$ cat src/rtl/short_descriptor_page_walker_macros.svh
// assertion macros for the short-descriptor page walker
// used by the top level only, no other dependencies
`ifndef SHORT_DESCRIPTOR_PAGE_WALKER_MACROS_SVH
`define SHORT_DESCRIPTOR_PAGE_WALKER_MACROS_SVH

// same-cycle implication under reset
`define SDPW_ASSERT_NOW(label, clk, rst_n, ante, cons, msg) \
    label: assert property (@(posedge clk) disable iff (!rst_n) (ante) |-> (cons)) \
        else $error(msg);

// next-cycle implication under reset
`define SDPW_ASSERT_NEXT(label, clk, rst_n, ante, cons, msg) \
    label: assert property (@(posedge clk) disable iff (!rst_n) (ante) |=> (cons)) \
        else $error(msg);

`endif

$ cat src/rtl/sdpw_pkg.sv
// shared types and constants of the short-descriptor page walker
// no dependencies
package sdpw_pkg;

    localparam int PAGE_BITS = 12;
    localparam int FRAME_W   = 32 - PAGE_BITS;
    localparam int PADDR_W   = 4;

    typedef enum logic [1:0] {
        KIND_READ       = 2'd0,
        KIND_DONE       = 2'd1,
        KIND_FAULT      = 2'd2,
        KIND_UNEXPECTED = 2'd3
    } kind_t;

    typedef enum logic [1:0] {
        PHASE_IDLE   = 2'd0,
        PHASE_FIRST  = 2'd1,
        PHASE_SECOND = 2'd2
    } phase_t;

    localparam logic [1:0] DESC_FAULT = 2'b00;
    localparam logic [1:0] DESC_LINK  = 2'b01;

    localparam logic [1:0] REG_TTB0  = 2'd0;
    localparam logic [1:0] REG_TTB1  = 2'd1;
    localparam logic [1:0] REG_SPLIT = 2'd2;

    typedef struct packed {
        logic [31:0] table_base_zero;
        logic [31:0] table_base_one;
        logic [2:0]  split_width;
    } cfg_t;

    typedef struct packed {
        kind_t              kind;
        logic [31:0]        read_addr;
        logic [FRAME_W-1:0] frame_number;
        phase_t             phase_next;
        logic               capture_va;
    } step_t;

endpackage

$ cat src/rtl/sdpw_step.sv
// walk step decode: descriptor addresses, frame numbers and next phase
// depends on sdpw_pkg
module sdpw_step
    import sdpw_pkg::*;
(
    input  cfg_t        cfg,
    input  phase_t      phase,
    input  logic [31:0] held_va,
    input  logic        func,
    input  logic [31:0] virt_addr,
    input  logic [31:0] read_data,
    output step_t       res
);

    logic [31:0] top_mask;
    logic        use_one;
    logic [31:0] base0;
    logic [11:0] idx0;
    logic [31:0] l1_addr;
    logic [4:0]  low_bits;

    always_comb
    begin
        top_mask = ~(32'hFFFF_FFFF >> cfg.split_width);
        use_one  = (cfg.split_width != 3'd0) && ((virt_addr & top_mask) != 32'd0);
        low_bits = 5'd14 - {2'b00, cfg.split_width};
        base0    = cfg.table_base_zero & (32'hFFFF_FFFF << low_bits);
        idx0     = virt_addr[31:20] & (12'hFFF >> cfg.split_width);
        l1_addr  = use_one ? {cfg.table_base_one[31:14], virt_addr[31:20], 2'b00}
                           : (base0 | {18'd0, idx0, 2'b00});
    end

    always_comb
    begin
        res              = '0;
        res.kind         = KIND_UNEXPECTED;
        res.phase_next   = phase;
        if (!func)
        begin
            if (phase == PHASE_IDLE)
            begin
                res.kind       = KIND_READ;
                res.read_addr  = l1_addr;
                res.phase_next = PHASE_FIRST;
                res.capture_va = 1'b1;
            end
        end
        else
        begin
            case (phase)
                PHASE_FIRST:
                begin
                    res.phase_next = PHASE_IDLE;
                    case (read_data[1:0])
                        DESC_FAULT: res.kind = KIND_FAULT;
                        DESC_LINK:
                        begin
                            res.kind       = KIND_READ;
                            res.read_addr  = {read_data[31:10], held_va[19:12], 2'b00};
                            res.phase_next = PHASE_SECOND;
                        end
                        default:
                        begin
                            // supersections are not supported
                            if (read_data[18])
                            begin
                                res.kind = KIND_FAULT;
                            end
                            else
                            begin
                                res.kind         = KIND_DONE;
                                res.frame_number = {read_data[31:20], held_va[19:12]};
                            end
                        end
                    endcase
                end
                PHASE_SECOND:
                begin
                    res.phase_next = PHASE_IDLE;
                    case (read_data[1:0])
                        DESC_FAULT: res.kind = KIND_FAULT;
                        DESC_LINK:
                        begin
                            res.kind         = KIND_DONE;
                            res.frame_number = {read_data[31:16], held_va[15:12]};
                        end
                        default:
                        begin
                            res.kind         = KIND_DONE;
                            res.frame_number = read_data[31:12];
                        end
                    endcase
                end
                default: res.kind = KIND_UNEXPECTED;
            endcase
        end
    end

endmodule

$ cat config.mk
export PLATFORM = sky130hd
export DESIGN_NAME = sdpw_step
export DESIGN_NICKNAME = d
export VERILOG_FILES = /design/src/rtl/short_descriptor_page_walker_macros.svh /design/src/rtl/sdpw_pkg.sv /design/src/rtl/sdpw_step.sv
export SDC_FILE = /design/constraint.sdc
export NUM_CORES = 1
export LEC_CHECK = 0
export BUFFER_PORTS_ARGS = -buffer_cell sky130_fd_sc_hd__buf_2
export CORE_AREA = 5 5 84 86
export DETAILED_ROUTE_END_ITERATION = 8
export DIE_AREA = 0 0 89 91
export PLACE_DENSITY_LB_ADDON = 0.3
export SETUP_SLACK_MARGIN = 0.2
export SLEW_MARGIN = 20
export SYNTH_ARGS = -nofsm -noshare
export SYNTH_HDL_FRONTEND = slang
export SYNTH_SLANG_ARGS = --single-unit
$ cat constraint.sdc
create_clock -name vclk -period 1.9
set_input_delay 0 -clock vclk [all_inputs]
set_output_delay 0 -clock vclk [all_outputs]
set_load 0.01 [all_outputs]
==> flow_summary.ini <==
[run_status]
status = finished, final reports clean

[final_layout]
fill_cells = 657
layout.nets = 531
drive_gt1_share_pct = 55.4
post-route-util_pct = 38.1
layout.cells.non_filler = 431
syn_to_final_growth_pct = 83.4
clock_buffers = 0
seq_cell_count = 0
diodes = 0
ff_latch_area_sq_um = 0

[yosys]
synth-seq-area-share_pct = 0
syn_area_sq_um = 1290
synth_warnings = 0
synth_top_area_share_pct = 14.7
synth_common_cells = 34 x nand2_1, 19 x mux2i_1, 19 x o21ai_1
yosysUniqueCellTypes = 42
synth_nets = 369
postSynthAreaPerCell_sq_um = 6.65
yosys.area.top_type = mux2i_1
syn_inst = 194
yosysMostFrequentCell = nand2_1
ys_top_cells_by_area = mux2i_1 15%, nand2_1 9.9%, ha_1 8.7%

[power]
p_switching_mw = 0.233
power_frac_clock_pct = 0
p_leak_nw = 1.27
power_frac_seq_pct = 0
p_per_area_nw_per_um2 = 198
p_int_mw = 0.235
max-vdd-ir-drop_mv = 0.117
power_frac_comb_pct = 100.0
finalPower_mw = 0.468
p_sw_share_pct = 49.8

[floorplan]
chipWidth_um = 89
io_pins = 223
dieArea_sq_um = 8100
die_h_um = 91
core-area_sq_um = 6200
rows = 29
start_util_pct = 20.8

[timing]
tns_ns = 0
slew_viol_final = 0
rsz0062_at_grt = yes
period_minus_slack_ns = 1.74
fmax_mhz = 576
finalCritPeriodShare_pct = 91.4
finalSetupViolations = 0
worst_pin_slew_ns = 0.535
hold_viol_final = 0
timing.final.ws_setup_ns = 0.164
slew_headroom_pct = 64.3

[global_route]
grt_first_pass_wirelength_um = 10200
grt_pass1_vias = 2097
grt-ovfl-total = 0
grt_max_degree = 25
grt_antenna_before_repair = 0
grt_usage_pct = 15.4

[route]
avgViaCountPerCell = 4.77
first_pass_iters = 4
drc = 0
vias = 2057
wl_per_cell_um = 16.1
first_iter_violations = 33
ant_nets = 0
wl_um = 6940

[critical_path]
criticalPathCategory = in2out
cp-start-kind = input pin
critPathMaxFanout = 5
cp_data_arrival_time_ns = 1.74
cp.required_ns = 1.90
end_kind = primary output

[hold_path]
min_path_cells = 4
hp-start = read_data[10]
min_path_type = in2out
hold_end = res[33]

[placed_design]
dpl.cell_count = 424
port-buffer-count = 157
dp_hpwl_um = 5530
place_ws_ns = 0.0261
place_congestion = 0.837

[run]
drv_cap = 0

[cts]
postCtsHoldBufs = 0
## per-layer routing
layer	part of all wire, %	global-route usage [%]	vias to the layer above
met5	0	0	-
met4	0	0	0
met3	9.5	1.81	0
met2	49	30.1	111
met1	42	18.6	922
li1	-	-	1024
## worst max path at each step
stage | startpoint | to | cells after the start
2_1_floorplan | cfg[0] | res[33] | 9
3_3_place_gp | cfg[0] | res[24] | 10
3_5_place_dp | cfg[0] | res[23] | 10
4_1_cts | cfg[0] | res[23] | 10
5_1_grt | cfg[0] | res[43] | 11
6_report | cfg[0] | res[49] | 11
## what timing repair did
item | 4_1_cts | 5_1_grt
cloned | 1 | 1
gates resized for setup | 24 | 9
setup buffers | 4 | 1
setup endpoints to repair | 28 | 30
pin swaps | 4 | 9
## per-stage QoR
| stage | cell area (sq um) | hold slack [ns] |
|---|---|---|
| 5_1_grt | 2370 | 0.319 |
| 4_1_cts | 2290 | 0.300 |
| 6_report | 2370 | 0.299 |
| 2_1_floorplan | 1290 | 0.0888 |
| 3_3_place_gp | 2150 | 0.296 |
| 3_5_place_dp | 2150 | 0.292 |
## layout by cell type (no fill, tap or decap), types with 3 or more instances in the layout
| cell type | Yosys | layout |
|---|---|---|
| ha_1 | 9 | 5 |
| ha_4 | 0 | 3 |
| o21ai_2 | 0 | 4 |
| nor2_1 | 14 | 14 |
| and2_1 | 12 | 12 |
| nand2_1 | 34 | 32 |
| o21ai_1 | 19 | 15 |
| inv_4 | 0 | 3 |
| a22oi_1 | 12 | 12 |
| a21oi_1 | 3 | 3 |
| inv_1 | 10 | 7 |
| buf_2 | 2 | 153 |
| nand3_1 | 3 | 3 |
| a22o_1 | 5 | 5 |
| o21ai_0 | 10 | 10 |
| mux2i_1 | 19 | 18 |
| buf_6 | 3 | 4 |
| a31oi_1 | 3 | 3 |
| buf_4 | 0 | 11 |
## cells by family (layout without fill, tap and decap cells)
| logic type | count (synthesis) | in the layout | synth area share (%) |
|---|---|---|---|
| AO/OA/AOI/OAI | 66 | 66 | 34.5 |
| adder cells (fa/ha/maj) | 9 | 9 | 8.73 |
| buffers and inverters | 23 | 183 | 11.9 |
| multiplexers | 19 | 19 | 14.7 |
| AND/OR/NAND/NOR | 77 | 77 | 30.1 |
## power groups by stage
| stage | Combinational, mW | Sequential, mW | Clock, mW |
|---|---|---|---|
| 6_report | 0.468 | 0 | 0 |
| 5_1_grt | 0.509 | 0 | 0 |
| 4_1_cts | 0.451 | 0 | 0 |
| 3_5_place_dp | 0.406 | 0 | 0 |
| 3_3_place_gp | 0.400 | 0 | 0 |
| 2_1_floorplan | 0.206 | 0 | 0 |
## critical path, stage by stage
cell       delay, ns
buf_8           0.10
ha_4            0.17
ha_4            0.16
nand2_4         0.06
o221ai_4        0.11
a221oi_4        0.42
buf_6           0.18
clkbuf_16       0.15
mux2i_1         0.18
o21ai_1         0.07
buf_2           0.14
## cell type report
cell class	count	area, sq um	area share [%]
Inverter	10	45.0	1.90
Multi-Input combinational cell	171	1240	52.2
Tap cell	77	96.3	4.07
Timing Repair Buffer	173	988	41.8
Power figures use the tool's default switching activity.
